File: src/rtl/stbs_pkg.sv
// ----------------------------------------------------------------------------
// stbs_pkg
// Shared types and constants for the sorted table binary search unit.
// ----------------------------------------------------------------------------
`default_nettype none

package stbs_pkg;

  // Table geometry
  localparam int TABLE_DEPTH = 1024;
  localparam int ENTRY_WIDTH = 32;
  localparam int ADDR_W      = $clog2(TABLE_DEPTH);
  // Signed search bounds: must hold -1 up to TABLE_DEPTH and the sum lo + hi
  localparam int BND_W       = ADDR_W + 2;

  // Fixed field widths
  localparam int KEY_W       = 32;
  localparam int INDEX_W     = 10;
  localparam int SIZE_W      = 11;
  localparam int CMP_W       = (ENTRY_WIDTH > KEY_W) ? ENTRY_WIDTH : KEY_W;

  // Opcodes
  localparam logic OP_LOAD   = 1'b0;
  localparam logic OP_SEARCH = 1'b1;

  // Input item
  typedef struct packed {
    logic                      opcode;
    logic [INDEX_W-1:0]        entry_index;
    logic signed [KEY_W-1:0]   entry_value;
    logic signed [KEY_W-1:0]   search_key;
  } in_item_t;

  // Result item
  typedef struct packed {
    logic                      found;
    logic [INDEX_W-1:0]        match_index;
  } out_item_t;

  // Controller to datapath commands
  typedef struct packed {
    logic write;        // store the input entry
    logic load_bounds;  // latch key, set lo/hi for a new search
    logic issue;        // read the midpoint entry
    logic update;       // move a bound past the probe
    logic hit;          // record a match at the probe
    logic miss;         // record not found
  } dp_cmd_t;

  // Datapath to controller status
  typedef struct packed {
    logic live;         // hi >= lo
    logic lt;           // probed entry below key
    logic gt;           // probed entry above key
  } dp_sts_t;

endpackage

`default_nettype wire

File: src/rtl/stbs_ctrl.sv
// ----------------------------------------------------------------------------
// stbs_ctrl
// Controller: accepts items and steps the search probe by probe.
// ----------------------------------------------------------------------------
`default_nettype none

module stbs_ctrl (
  input  wire logic                 clk,
  input  wire logic                 rst_n,
  input  wire logic                 start,
  input  wire logic                 opcode,
  input  wire stbs_pkg::dp_sts_t    sts,
  output      stbs_pkg::dp_cmd_t    cmd,
  output      logic                 busy,
  output      logic                 out_valid
);

  typedef enum logic [1:0] {
    ST_IDLE,
    ST_PROBE,
    ST_CMP
  } state_t;

  state_t state_r;
  state_t state_nxt;
  logic   busy_r;
  logic   busy_nxt;
  logic   out_valid_r;
  logic   out_valid_nxt;
  logic   accept;

  assign accept = start && !busy_r;

  // Next state and datapath commands
  always_comb begin
    state_nxt     = state_r;
    busy_nxt      = busy_r;
    out_valid_nxt = 1'b0;
    cmd           = '0;
    case (state_r)
      ST_IDLE: begin
        if (accept) begin
          if (opcode == stbs_pkg::OP_SEARCH) begin
            cmd.load_bounds = 1'b1;
            state_nxt       = ST_PROBE;
            busy_nxt        = 1'b1;
          end else begin
            cmd.write = 1'b1;
          end
        end
      end
      ST_PROBE: begin
        if (sts.live) begin
          cmd.issue = 1'b1;
          state_nxt = ST_CMP;
        end else begin
          cmd.miss      = 1'b1;
          out_valid_nxt = 1'b1;
          state_nxt     = ST_IDLE;
          busy_nxt      = 1'b0;
        end
      end
      ST_CMP: begin
        if (sts.lt || sts.gt) begin
          cmd.update = 1'b1;
          state_nxt  = ST_PROBE;
        end else begin
          cmd.hit       = 1'b1;
          out_valid_nxt = 1'b1;
          state_nxt     = ST_IDLE;
          busy_nxt      = 1'b0;
        end
      end
      default: begin
        state_nxt = ST_IDLE;
        busy_nxt  = 1'b0;
      end
    endcase
  end

  // Hold state and registered outputs
  always_ff @(posedge clk) begin
    if (!rst_n) begin
      state_r     <= ST_IDLE;
      busy_r      <= 1'b0;
      out_valid_r <= 1'b0;
    end else begin
      state_r     <= state_nxt;
      busy_r      <= busy_nxt;
      out_valid_r <= out_valid_nxt;
    end
  end

  assign busy      = busy_r;
  assign out_valid = out_valid_r;

endmodule

`default_nettype wire

File: config.mk
export PLATFORM = sky130hd
export DESIGN_NAME = stbs_ctrl
export DESIGN_NICKNAME = d
export VERILOG_FILES = /design/src/rtl/stbs_pkg.sv /design/src/rtl/stbs_ctrl.sv
export SDC_FILE = /design/constraint.sdc
export NUM_CORES = 1
export LEC_CHECK = 0
export BUFFER_PORTS_ARGS = -buffer_cell sky130_fd_sc_hd__buf_2
export CORE_AREA = 2 2 39 41
export DETAILED_ROUTE_END_ITERATION = 7
export DIE_AREA = 0 0 41 43
export PLACE_DENSITY = 0.43
export RECOVER_POWER = 100
export SYNTH_ARGS = -nofsm -noshare
export SYNTH_HDL_FRONTEND = slang
export SYNTH_SLANG_ARGS = --single-unit
export TNS_END_PERCENT = 5
File: constraint.sdc
create_clock -name clk -period 3 [get_ports clk]
set_clock_uncertainty 0.15 [all_clocks]
set_input_delay 0.6 -clock clk [delete_from_list [all_inputs] [get_ports clk]]
set_output_delay 0.6 -clock clk [all_outputs]
set_load 0.05 [all_outputs]
==> impl_metrics.xml, run 1 <==
<?xml version="1.0" encoding="UTF-8"?>
<metrics>
  <group name="finish">
    <metric name="nNetsFinal" unit="">62</metric>
    <metric name="layout-drive-gt1-share" unit="%">20.41</metric>
    <metric name="insertedDiodeCount" unit="">0</metric>
    <metric name="flow.area_growth_from_synthesis" unit="%">36.44</metric>
  </group>
  <group name="placed_design">
    <metric name="port_buffers" unit="">14</metric>
    <metric name="gp_congestion" unit="">0.6538</metric>
    <metric name="detailed_place_hpwl" unit="µm">508.9</metric>
  </group>
  <group name="synthesis">
    <metric name="syn_inst" unit="">32</metric>
    <metric name="fraction_of_registers_with_async_set_or_reset_after_synthesis" unit="%">0</metric>
    <metric name="postSynthRegisterBits" unit="">4</metric>
    <metric name="synth_flop_cell" unit="">sky130_fd_sc_hd__dfxtp_1</metric>
    <metric name="synth_cell_type_count" unit="">19</metric>
    <metric name="syn-cell-area" unit="µm²">281.5</metric>
    <metric name="ys.warnings.count" unit="">0</metric>
    <metric name="syn_nets" unit="">43</metric>
    <metric name="seq_area_frac_synth" unit="%">28.44</metric>
    <metric name="syn_avg_cell_area" unit="µm²">8.798</metric>
    <metric name="synth-edff-count" unit="">0</metric>
  </group>
  <group name="detailed_routing">
    <metric name="detail_route.vias_per_cell" unit="">4.200</metric>
    <metric name="drtIter0Drc" unit="">11</metric>
    <metric name="num_vias" unit="">273</metric>
    <metric name="post-route-drc-count" unit="">0</metric>
    <metric name="drt.antenna.violating_nets" unit="">0</metric>
    <metric name="wire_per_inst" unit="µm">9.785</metric>
    <metric name="detail_route.first_pass.iterations" unit="">3</metric>
    <metric name="routed_wl" unit="µm">636</metric>
  </group>
  <group name="timing">
    <metric name="timing.final.hold_violations" unit="">0</metric>
    <metric name="setup_violations" unit="">0</metric>
    <metric name="setup_repair_after_global_routing_missed_its_margin" unit="">false</metric>
    <metric name="slew_headroom" unit="%">60.34</metric>
    <metric name="fin_tns_setup" unit="ns">0</metric>
    <metric name="report.final.slew_viol_count" unit="">0</metric>
    <metric name="fmaxAchievable" unit="GHz">0.4236</metric>
    <metric name="final_min_period_over_clock_period" unit="%">78.69</metric>
    <metric name="finalWorstPathRequiredPeriod" unit="ns">2.361</metric>
    <metric name="hold_ws" unit="ns">0.3588</metric>
    <metric name="max_slew.worst_pin.slew" unit="ns">0.5975</metric>
  </group>
  <group name="clocking">
    <metric name="cts-root-buf" unit="">sky130_fd_sc_hd__clkbuf_4</metric>
    <metric name="clock_insertion_delay_worst_skew" unit="ns">0.23</metric>
    <metric name="ctsHoldBuffers" unit="">0</metric>
    <metric name="clock_sinks" unit="">4</metric>
    <metric name="ctsHtreeMaxLevel" unit="">1</metric>
    <metric name="postCtsResizedCells" unit="">0</metric>
    <metric name="tritoncts" unit="">yes</metric>
    <metric name="maximum_clock_insertion_buffer_count" unit="">2</metric>
    <metric name="worst_setup_hold_path_clk_slew" unit="ns">0.03</metric>
    <metric name="cts_buffers" unit="">3</metric>
    <metric name="post-cts-setup-buffers" unit="">0</metric>
  </group>
  <group name="critical_path">
    <metric name="worstPathArrival" unit="ns">1.61</metric>
    <metric name="worst-setup-path-type" unit="">register to output pin</metric>
    <metric name="worst_setup_path_start_kind" unit="">register</metric>
    <metric name="rrSetupSlack" unit="ns">1.55</metric>
    <metric name="timing.critical_path.fanout_max" unit="">6</metric>
    <metric name="timing.critical_path.to_type" unit="">output pin</metric>
    <metric name="worst_ep_required_time" unit="ns">2.25</metric>
  </group>
  <group name="global_route">
    <metric name="number_of_global_route_vias_before_repair" unit="">232</metric>
    <metric name="largest_net_degree_at_the_start_of_global_routing" unit="">7</metric>
    <metric name="wire_length_of_the_first_global_routing_pass" unit="µm">1028</metric>
    <metric name="antenna_found_initial" unit="">0</metric>
    <metric name="grt_remaining_overflow" unit="">0</metric>
    <metric name="globalRouteTotalUtil" unit="%">9.237</metric>
  </group>
  <group name="pwr">
    <metric name="leak_pwr" unit="µW">0.0001921</metric>
    <metric name="powerDensity" unit="nW/µm²">445.5</metric>
    <metric name="peakVddDrop" unit="V">0.0001299</metric>
  </group>
  <group name="die">
    <metric name="core_area" unit="µm²">1384</metric>
    <metric name="die_width" unit="µm">41</metric>
    <metric name="floorplan.die_area" unit="µm²">1763</metric>
    <metric name="initial_core_util" unit="%">20.34</metric>
    <metric name="io_pins" unit="">15</metric>
    <metric name="dieHeight" unit="µm">43</metric>
    <metric name="core.rowCount" unit="">14</metric>
  </group>
  <group name="hold_path">
    <metric name="timing.hold.worst.class" unit="">register to register</metric>
  </group>
  <group name="job">
    <metric name="cap_violations" unit="">0</metric>
  </group>
  <group name="outcome">
    <metric name="status" unit="">finished, final reports clean</metric>
  </group>
</metrics>
-- layout make-up --
cell class / instances / area, µm²
Fill cell: 161 / 999.7
Multi-Input combinational cell: 24 / 186.4
Sequential cell: 4 / 80.08
Timing Repair Buffer: 14 / 60.06
Clock buffer: 3 / 22.52
Tap cell: 16 / 20.02
Inverter: 4 / 15.01
-- critical path, stage by stage, from the launching register on --
cell	delay [ns]
sky130_fd_sc_hd__dfxtp_1	0.33
sky130_fd_sc_hd__inv_1	0.08
sky130_fd_sc_hd__ha_1	0.26
sky130_fd_sc_hd__and4bb_2	0.24
sky130_fd_sc_hd__clkbuf_1	0.46
-- flip-flops by register name (all words and copies together) (netlist names) --
signal,flops
state_r,2
out_valid,1
busy,1
-- final timing paths --
kind	cells after the start	to	from
setup / recovery	4	cmd[5]	state_r[0]$_SDFFE_PN0P_
hold / removal	2	state_r[1]$_SDFFE_PN0P_	state_r[1]$_SDFFE_PN0P_
setup reg to reg	6	busy$_SDFFE_PN0P_	state_r[0]$_SDFFE_PN0P_
hold reg to reg	2	state_r[1]$_SDFFE_PN0P_	state_r[1]$_SDFFE_PN0P_
-- cell usage in the layout, fill, tap and decap left out, types with 2 or more instances in the layout --
cell type,count
sky130_fd_sc_hd__ha_1,4
sky130_fd_sc_hd__clkbuf_1,8
sky130_fd_sc_hd__dfxtp_1,4
sky130_fd_sc_hd__inv_1,4
sky130_fd_sc_hd__buf_2,6
sky130_fd_sc_hd__nand2_1,3
sky130_fd_sc_hd__nor2b_1,2
sky130_fd_sc_hd__clkbuf_4,3
sky130_fd_sc_hd__nor2_1,2
-- metrics by stage --
stage / std cells / cell area [µm²] / util [%] / setup WS (ns) / power [µW]
2_1_floorplan: 32 / 281.5 / - / 0.4399 / 94.70
3_3_place_gp: 62 / 371.6 / 26.85 / 0.9374 / 109.0
3_5_place_dp: 62 / 371.6 / 26.85 / 0.9439 / 108.1
4_1_cts: 65 / 394.1 / 28.48 / 0.8318 / 177.2
5_1_grt: 65 / 384.1 / 27.76 / 0.5552 / 186.2
6_report: 65 / 384.1 / 27.76 / 0.6394 / 171.1
-- synth_stat cells (2+ instances only) --
master	instances	area, µm²
sky130_fd_sc_hd__nor2b_1	2	12.51
sky130_fd_sc_hd__dfxtp_1	4	80.08
sky130_fd_sc_hd__nand2_1	3	11.26
sky130_fd_sc_hd__nor2_1	2	7.510
sky130_fd_sc_hd__ha_1	4	50.05
sky130_fd_sc_hd__inv_1	4	15.01
-- power by group --
group,switching (µW),internal [µW]
Clock,20.4,44.6
Combinational,32.3,15.2
Sequential,2.31,56.3
-- cell families after synthesis --
family	count (synthesis)	synth area share, %
and+or+nand+nor	13	28.45
AOI/OAI and AO/OA	6	16.44
buffers and inverters	4	5.332
adders and majority gates	4	17.78
DFF	4	28.45
muxes	1	3.556
-- routing by layer --
metal,track usage [%],wire length (µm),share of wire (%)
met1,14.47,326,51
met2,8.125,246,39
met3,3.141,51,8.0
met4,10.00,11,1.7
met5,0,0,0
Note: power is estimated with default switching activity, not from simulation.
==> run 2, diff against run 1 <==
ABC_AREA = 1   (was not set)
PLACE_DENSITY = 0.44   (was 0.43)
clock period = 2.45 ns   (was 3 ns; I/O delays follow)
==> run 2 against run 1 <==
Critical path type unchanged. Utilization grew 1.5 points. Critical path depth increased by 1. Worst setup slack got worse by 0.28 ns. Die area stayed put. Cell area up 5.5%. Final cell count increased by 17%. Largest power group is now combinational cells. Power rose by 61%.
==> impl_metrics.xml, run 2 <==
<?xml version="1.0" encoding="UTF-8"?>
<metrics>
  <group name="outcome">
    <metric name="status" unit="">finished, final reports clean</metric>
  </group>
  <group name="pwr">
    <metric name="leak_pwr" unit="µW">0.0002163</metric>
    <metric name="peakVddDrop" unit="V">0.0001470</metric>
    <metric name="fin_total_pwr" unit="µW">276.1</metric>
    <metric name="powerDensity" unit="nW/µm²">681.0</metric>
  </group>
  <group name="detailed_routing">
    <metric name="detail_route.first_pass.iterations" unit="">2</metric>
    <metric name="drtIter0Drc" unit="">2</metric>
    <metric name="num_vias" unit="">297</metric>
    <metric name="wire_per_inst" unit="µm">8.197</metric>
    <metric name="detail_route.vias_per_cell" unit="">3.908</metric>
    <metric name="routed_wl" unit="µm">623</metric>
    <metric name="post-route-drc-count" unit="">0</metric>
    <metric name="drt.antenna.violating_nets" unit="">0</metric>
  </group>
  <group name="critical_path">
    <metric name="worst_setup_path_start_kind" unit="">register</metric>
    <metric name="worstPathArrival" unit="ns">1.45</metric>
    <metric name="worst_ep_required_time" unit="ns">1.81</metric>
    <metric name="timing.critical_path.fanout_max" unit="">4</metric>
    <metric name="path_delay_family" unit="">buffers and inverters</metric>
    <metric name="worst-setup-path-type" unit="">register to output pin</metric>
    <metric name="timing.critical_path.buf_inv" unit="">3</metric>
    <metric name="critical-path-max-stage-delay" unit="ns">0.45</metric>
    <metric name="reg2regPathDepth" unit="">6</metric>
    <metric name="cp_num_cells" unit="">5</metric>
    <metric name="timing.critical_path.mode_cell" unit="">sky130_fd_sc_hd__inv_1</metric>
    <metric name="timing.critical_path.to_type" unit="">output pin</metric>
    <metric name="worstPathCellList" unit="">inv_1, ha_1, o21ai_4, inv_1, clkbuf_1</metric>
    <metric name="crit_path_top_delay_cell" unit="">sky130_fd_sc_hd__clkbuf_1</metric>
  </group>
  <group name="timing">
    <metric name="finalWorstPathRequiredPeriod" unit="ns">2.091</metric>
    <metric name="setup_repair_after_global_routing_missed_its_margin" unit="">false</metric>
    <metric name="hold_ws" unit="ns">0.3365</metric>
    <metric name="fmaxAchievable" unit="GHz">0.4783</metric>
    <metric name="slew_headroom" unit="%">60.33</metric>
    <metric name="max_slew.worst_pin.slew" unit="ns">0.5976</metric>
    <metric name="timing.final.hold_violations" unit="">0</metric>
    <metric name="fin_tns_setup" unit="ns">0</metric>
    <metric name="report.final.slew_viol_count" unit="">0</metric>
    <metric name="setup_violations" unit="">0</metric>
    <metric name="final_min_period_over_clock_period" unit="%">85.34</metric>
  </group>
  <group name="placed_design">
    <metric name="port_buffers" unit="">14</metric>
    <metric name="detailed_place_hpwl" unit="µm">561.9</metric>
    <metric name="placedInstanceArea" unit="µm²">389.1</metric>
    <metric name="numPlacedInstances" unit="">73</metric>
    <metric name="gp_congestion" unit="">0.6761</metric>
  </group>
  <group name="clocking">
    <metric name="worst_setup_hold_path_clk_slew" unit="ns">0.04</metric>
    <metric name="postCtsResizedCells" unit="">0</metric>
    <metric name="tritoncts" unit="">yes</metric>
    <metric name="ctsHoldBuffers" unit="">0</metric>
    <metric name="maximum_clock_insertion_buffer_count" unit="">2</metric>
    <metric name="post-cts-setup-buffers" unit="">0</metric>
    <metric name="cts_buffers" unit="">3</metric>
    <metric name="cts-root-buf" unit="">sky130_fd_sc_hd__clkbuf_4</metric>
    <metric name="ctsHtreeMaxLevel" unit="">1</metric>
    <metric name="clock_sinks" unit="">4</metric>
    <metric name="clock_insertion_delay_worst_skew" unit="ns">0.23</metric>
  </group>
  <group name="finish">
    <metric name="mostFrequentLayoutCell" unit="">sky130_fd_sc_hd__inv_1</metric>
    <metric name="fin_cells" unit="">76</metric>
    <metric name="insertedDiodeCount" unit="">0</metric>
    <metric name="layout-drive-gt1-share" unit="%">25.00</metric>
    <metric name="flow.area_growth_from_synthesis" unit="%">35.56</metric>
    <metric name="largest_register_ff_count" unit="">2</metric>
    <metric name="multiInputGateArea" unit="µm²">173.9</metric>
    <metric name="registers.top_by_ff_count" unit="">state_r</metric>
    <metric name="fin_area" unit="µm²">405.4</metric>
    <metric name="final_cell_mix" unit="">sky130_fd_sc_hd__inv_1, sky130_fd_sc_hd__buf_2, sky130_fd_sc_hd__nand3_1</metric>
    <metric name="fillcell_total" unit="">156</metric>
    <metric name="ff_latch_area" unit="µm²">80.08</metric>
    <metric name="nNetsFinal" unit="">73</metric>
  </group>
  <group name="die">
    <metric name="dieHeight" unit="µm">43</metric>
    <metric name="io_pins" unit="">15</metric>
    <metric name="core_area" unit="µm²">1384</metric>
    <metric name="floorplan.die_area" unit="µm²">1763</metric>
    <metric name="initial_core_util" unit="%">21.61</metric>
    <metric name="die_width" unit="µm">41</metric>
    <metric name="core.rowCount" unit="">14</metric>
  </group>
  <group name="synthesis">
    <metric name="syn_inst" unit="">43</metric>
    <metric name="syn_nets" unit="">54</metric>
    <metric name="seq_area_frac_synth" unit="%">26.78</metric>
    <metric name="synth_cell_type_count" unit="">13</metric>
    <metric name="synthTopCellsByArea" unit="">sky130_fd_sc_hd__dfxtp_1, sky130_fd_sc_hd__ha_1, sky130_fd_sc_hd__inv_1</metric>
    <metric name="fraction_of_registers_with_async_set_or_reset_after_synthesis" unit="%">0</metric>
    <metric name="synth-edff-count" unit="">0</metric>
    <metric name="yosys.cell_count.top_type" unit="">sky130_fd_sc_hd__inv_1</metric>
    <metric name="syn_avg_cell_area" unit="µm²">6.954</metric>
    <metric name="postSynthRegisterBits" unit="">4</metric>
    <metric name="synth_flop_cell" unit="">sky130_fd_sc_hd__dfxtp_1</metric>
    <metric name="synth_top_area_share" unit="%">26.78</metric>
    <metric name="yosys.area.top_type" unit="">sky130_fd_sc_hd__dfxtp_1</metric>
    <metric name="ys.warnings.count" unit="">0</metric>
    <metric name="syn-cell-area" unit="µm²">299.0</metric>
    <metric name="synth_common_cells" unit="">sky130_fd_sc_hd__inv_1, sky130_fd_sc_hd__nand3_1, sky130_fd_sc_hd__nand2_1</metric>
  </group>
  <group name="global_route">
    <metric name="globalRouteTotalUtil" unit="%">8.626</metric>
    <metric name="largest_net_degree_at_the_start_of_global_routing" unit="">6</metric>
    <metric name="number_of_global_route_vias_before_repair" unit="">283</metric>
    <metric name="antenna_found_initial" unit="">0</metric>
    <metric name="grt_remaining_overflow" unit="">0</metric>
    <metric name="wire_length_of_the_first_global_routing_pass" unit="µm">986</metric>
  </group>
  <group name="hold_path">
    <metric name="timing.hold.worst.class" unit="">register to register</metric>
    <metric name="hold_path_depth" unit="">2</metric>
  </group>
  <group name="job">
    <metric name="cap_violations" unit="">0</metric>
  </group>
</metrics>
[run 2: changes by cell type after synthesis, sizes merged, moves of 2 or more]
cell,before,now
inv,4,11
a21oi,1,3
nor2b,2,0
nand2,3,5
nand3,0,7
nor2,2,5
[run 2: final timing paths]
check,slack [ns],from,end
min reg2reg,0.34,busy$_SDFFE_PN0P_,busy$_SDFFE_PN0P_
max,0.36,state_r[0]$_SDFFE_PN0P_,cmd[2]
min,0.34,busy$_SDFFE_PN0P_,busy$_SDFFE_PN0P_
max reg2reg,1.11,state_r[0]$_SDFFE_PN0P_,out_valid$_SDFF_PN0_
[run 2: logic make-up (layout without fill, tap and decap cells)]
family	after synthesis	after routing	synth area share, %
fa+ha+maj	4	4	16.74
simple gates	18	18	29.29
flops	4	4	26.78
buf+inv	12	29	15.06
compound gates	5	5	12.13
[run 2: through the flow]
step	setup WS [ns]	util [%]
6_report	0.3593	29.29
5_1_grt	0.2450	29.29
3_3_place_gp	0.7406	28.12
4_1_cts	0.4668	29.75
3_5_place_dp	0.7138	28.12
2_1_floorplan	0.4526	-
[run 2: worst reg2reg max path, cell delays in order, from the launching register on]
cell and delay, ns:
sky130_fd_sc_hd__dfxtp_1 0.38, sky130_fd_sc_hd__inv_1 0.08, sky130_fd_sc_hd__ha_1 0.24, sky130_fd_sc_hd__inv_1 0.08
sky130_fd_sc_hd__nor2_2 0.04, sky130_fd_sc_hd__o21ai_0 0.19, sky130_fd_sc_hd__nor2_1 0.06
[run 2: metal layers]
metal | global-route usage (%) | vias to the layer above | wire (µm)
met1 | 7.051 | 122 | 238
met5 | 0 | - | 0
li1 | - | 165 | -
met2 | 14.69 | 10 | 331
met3 | 4.188 | 0 | 53
met4 | 6.000 | 0 | 0
[run 2: area by class of cell]
class,count,area share (%)
inverters,12,11.11
multi-input cells,27,42.90
repair buffers,14,15.74
well taps,16,4.938
clock buffers,3,5.556
flip-flops and latches,4,19.75
[run 2: report_power, final]
group | internal (µW) | leakage [µW] | total [µW] | switching [µW]
registers | 73.1 | 0.0000326 | 79.9 | 6.81
clock network | 54.5 | 0.0000138 | 77.9 | 23.4
logic | 32.7 | 0.000170 | 118 | 85.5
==> run 3, diff against run 2 <==
==> constraint.sdc (replaced) <==
create_clock -name clk -period 2.45 [get_ports clk]
set_clock_uncertainty 0.15 [all_clocks]
set_input_delay 0.6125 -clock clk [delete_from_list [all_inputs] [get_ports clk]]
set_output_delay 0.6125 -clock clk [all_outputs]
set_load 0.05 [all_outputs]
==> run 3 against run 2 <==
First-iteration DRC count rose to 2.5 times the previous value. Power about the same. Clock power up 0.6%. Critical path depth unchanged. Worst hold slack about the same. Final cell count unchanged. Sequential power about the same. Flip-flop and latch count unchanged. Largest cell class unchanged. Highest routed layer unchanged.
==> impl_metrics.xml, run 3 (synthesis results as in run 2) <==
<?xml version="1.0" encoding="UTF-8"?>
<metrics>
  <group name="finish">
    <metric name="insertedDiodeCount" unit="">0</metric>
    <metric name="largest_register_ff_count" unit="">2</metric>
    <metric name="layout-drive-gt1-share" unit="%">26.67</metric>
    <metric name="flow.area_growth_from_synthesis" unit="%">35.98</metric>
    <metric name="fin_area" unit="µm²">406.6</metric>
    <metric name="final_cell_mix" unit="">sky130_fd_sc_hd__inv_1, sky130_fd_sc_hd__nand3_1, sky130_fd_sc_hd__buf_2</metric>
    <metric name="registers.top_by_ff_count" unit="">state_r</metric>
    <metric name="nNetsFinal" unit="">73</metric>
    <metric name="mostFrequentLayoutCell" unit="">sky130_fd_sc_hd__inv_1</metric>
  </group>
  <group name="critical_path">
    <metric name="worst-setup-path-type" unit="">register to output pin</metric>
    <metric name="regToRegStartpoint" unit="">state_r[0]$_SDFFE_PN0P_</metric>
    <metric name="worst_ep_required_time" unit="ns">1.69</metric>
    <metric name="reg2regPathDepth" unit="">6</metric>
    <metric name="timing.rr.end" unit="">out_valid$_SDFF_PN0_</metric>
    <metric name="worst_setup_path_start_kind" unit="">register</metric>
    <metric name="worstPathArrival" unit="ns">1.45</metric>
    <metric name="rrSetupSlack" unit="ns">1.12</metric>
    <metric name="timing.critical_path.fanout_max" unit="">4</metric>
    <metric name="timing.critical_path.to_type" unit="">output pin</metric>
    <metric name="timing.critical_path.from" unit="">state_r[0]$_SDFFE_PN0P_</metric>
    <metric name="critical_path.endpoint" unit="">cmd[2]</metric>
  </group>
  <group name="clocking">
    <metric name="clock_sinks" unit="">4</metric>
    <metric name="ctsHoldBuffers" unit="">0</metric>
    <metric name="postCtsResizedCells" unit="">0</metric>
    <metric name="worst_setup_hold_path_clk_slew" unit="ns">0.04</metric>
    <metric name="cts_buffers" unit="">3</metric>
    <metric name="tritoncts" unit="">yes</metric>
    <metric name="cts-root-buf" unit="">sky130_fd_sc_hd__clkbuf_4</metric>
    <metric name="clock_insertion_delay_worst_skew" unit="ns">0.23</metric>
    <metric name="maximum_clock_insertion_buffer_count" unit="">2</metric>
    <metric name="post-cts-setup-buffers" unit="">0</metric>
    <metric name="ctsHtreeMaxLevel" unit="">1</metric>
  </group>
  <group name="pwr">
    <metric name="powerDensity" unit="nW/µm²">679.1</metric>
    <metric name="power_switching" unit="µW">115.7</metric>
    <metric name="share_comb_of_total_power" unit="%">42.6</metric>
    <metric name="p_sw_share" unit="%">41.88</metric>
    <metric name="power_report.internal_total" unit="µW">160.5</metric>
    <metric name="leak_pwr" unit="µW">0.0002177</metric>
    <metric name="peakVddDrop" unit="V">0.0001157</metric>
    <metric name="power_frac_seq" unit="%">29.0</metric>
    <metric name="clockPowerShare" unit="%">28.4</metric>
  </group>
  <group name="outcome">
    <metric name="status" unit="">finished, final reports clean</metric>
  </group>
  <group name="timing">
    <metric name="setup_violations" unit="">0</metric>
    <metric name="fmaxAchievable" unit="GHz">0.4512</metric>
    <metric name="slew_headroom" unit="%">60.79</metric>
    <metric name="max_slew.worst_pin.slew" unit="ns">0.5907</metric>
    <metric name="finalWorstPathRequiredPeriod" unit="ns">2.216</metric>
    <metric name="fin_tns_setup" unit="ns">0</metric>
    <metric name="timing.final.hold_violations" unit="">0</metric>
    <metric name="report.final.slew_viol_count" unit="">0</metric>
    <metric name="setup_repair_after_global_routing_missed_its_margin" unit="">false</metric>
    <metric name="final_min_period_over_clock_period" unit="%">90.47</metric>
  </group>
  <group name="placed_design">
    <metric name="detailed_place_hpwl" unit="µm">509.8</metric>
    <metric name="port_buffers" unit="">14</metric>
    <metric name="placedInstanceArea" unit="µm²">389.1</metric>
    <metric name="gp_congestion" unit="">0.6495</metric>
  </group>
  <group name="hold_path">
    <metric name="timing.hold.worst.class" unit="">register to register</metric>
  </group>
  <group name="die">
    <metric name="initial_core_util" unit="%">21.61</metric>
    <metric name="core.rowCount" unit="">14</metric>
    <metric name="die_width" unit="µm">41</metric>
    <metric name="io_pins" unit="">15</metric>
    <metric name="floorplan.die_area" unit="µm²">1763</metric>
    <metric name="core_area" unit="µm²">1384</metric>
    <metric name="dieHeight" unit="µm">43</metric>
  </group>
  <group name="global_route">
    <metric name="antenna_found_initial" unit="">0</metric>
    <metric name="number_of_global_route_vias_before_repair" unit="">292</metric>
    <metric name="grt_remaining_overflow" unit="">0</metric>
    <metric name="globalRouteTotalUtil" unit="%">9.027</metric>
    <metric name="largest_net_degree_at_the_start_of_global_routing" unit="">6</metric>
    <metric name="wire_length_of_the_first_global_routing_pass" unit="µm">1062</metric>
  </group>
  <group name="detailed_routing">
    <metric name="wire_per_inst" unit="µm">7.921</metric>
    <metric name="detail_route.first_pass.iterations" unit="">4</metric>
    <metric name="detail_route.vias_per_cell" unit="">3.961</metric>
    <metric name="num_vias" unit="">301</metric>
    <metric name="routed_wl" unit="µm">602</metric>
    <metric name="post-route-drc-count" unit="">0</metric>
    <metric name="drtIter0Drc" unit="">5</metric>
    <metric name="drt.antenna.violating_nets" unit="">0</metric>
  </group>
  <group name="job">
    <metric name="cap_violations" unit="">0</metric>
  </group>
</metrics>
==> run 3: cell types whose count changed in the layout (fill, tap and decap cells not counted), sizes merged <==
cell    delta
buf        -3
clkbuf     +3
==> run 3: area by class of cell <==
cell class | instances | area (µm²)
inverters | 12 | 45.04
repair buffers | 14 | 65.06
well taps | 16 | 20.02
flip-flops and latches | 4 | 80.08
multi-input cells | 27 | 173.9
clock buffers | 3 | 22.52
fillers | 162 | 977.2
==> run 3: worst min-delay path by stage <==
stage,start,end,slack (ns),cells past startpoint
2_1_floorplan,state_r[1]$_SDFFE_PN0P_,state_r[1]$_SDFFE_PN0P_,0.34,2
3_3_place_gp,busy$_SDFFE_PN0P_,busy$_SDFFE_PN0P_,0.33,2
3_5_place_dp,busy$_SDFFE_PN0P_,busy$_SDFFE_PN0P_,0.33,2
4_1_cts,busy$_SDFFE_PN0P_,busy$_SDFFE_PN0P_,0.34,2
5_1_grt,busy$_SDFFE_PN0P_,busy$_SDFFE_PN0P_,0.37,2
6_report,busy$_SDFFE_PN0P_,busy$_SDFFE_PN0P_,0.34,2
==> run 3: critical path, cell delays in order, from the launching register on <==
cell and delay [ns]:
sky130_fd_sc_hd__dfxtp_1 0.34, sky130_fd_sc_hd__inv_1 0.09, sky130_fd_sc_hd__ha_1 0.21, sky130_fd_sc_hd__o21ai_4 0.08
sky130_fd_sc_hd__inv_1 0.05, sky130_fd_sc_hd__clkbuf_1 0.45
==> run 3: stage by stage <==
stage	worst slack [ns]	utilization, %	hold WS, ns	power, µW	std cells
floorplan	0.3220	-	0.3437	173.0	43
global placement	0.5036	28.12	0.3281	202.7	73
detailed placement	0.4951	28.12	0.3335	202.4	73
CTS	0.3277	29.75	0.3399	284.5	76
global route	0.1468	29.39	0.3660	302.7	76
finish	0.2336	29.39	0.3361	276.1	76
==> run 3: metal layers <==
layer  track usage [%]  part of all wire (%)  vias up  wire length [µm]
li1                  -                     -      168                 -
met1             9.615                    46      125               279
met2             14.06                    49        8               294
met3             3.141                   4.5        0                27
met4             6.000                     0        0                 0
met5                 0                     0        -                 0
==> run 3: power groups by stage <==
stage / Combinational, µW / Clock, µW / Sequential (µW)
2_1_floorplan: 84.5 / 0 / 88.5
3_3_place_gp: 122 / 0 / 81.1
3_5_place_dp: 121 / 0 / 81.2
4_1_cts: 121 / 82.8 / 80.2
5_1_grt: 131 / 90.4 / 81.2
6_report: 118 / 78.4 / 80.1
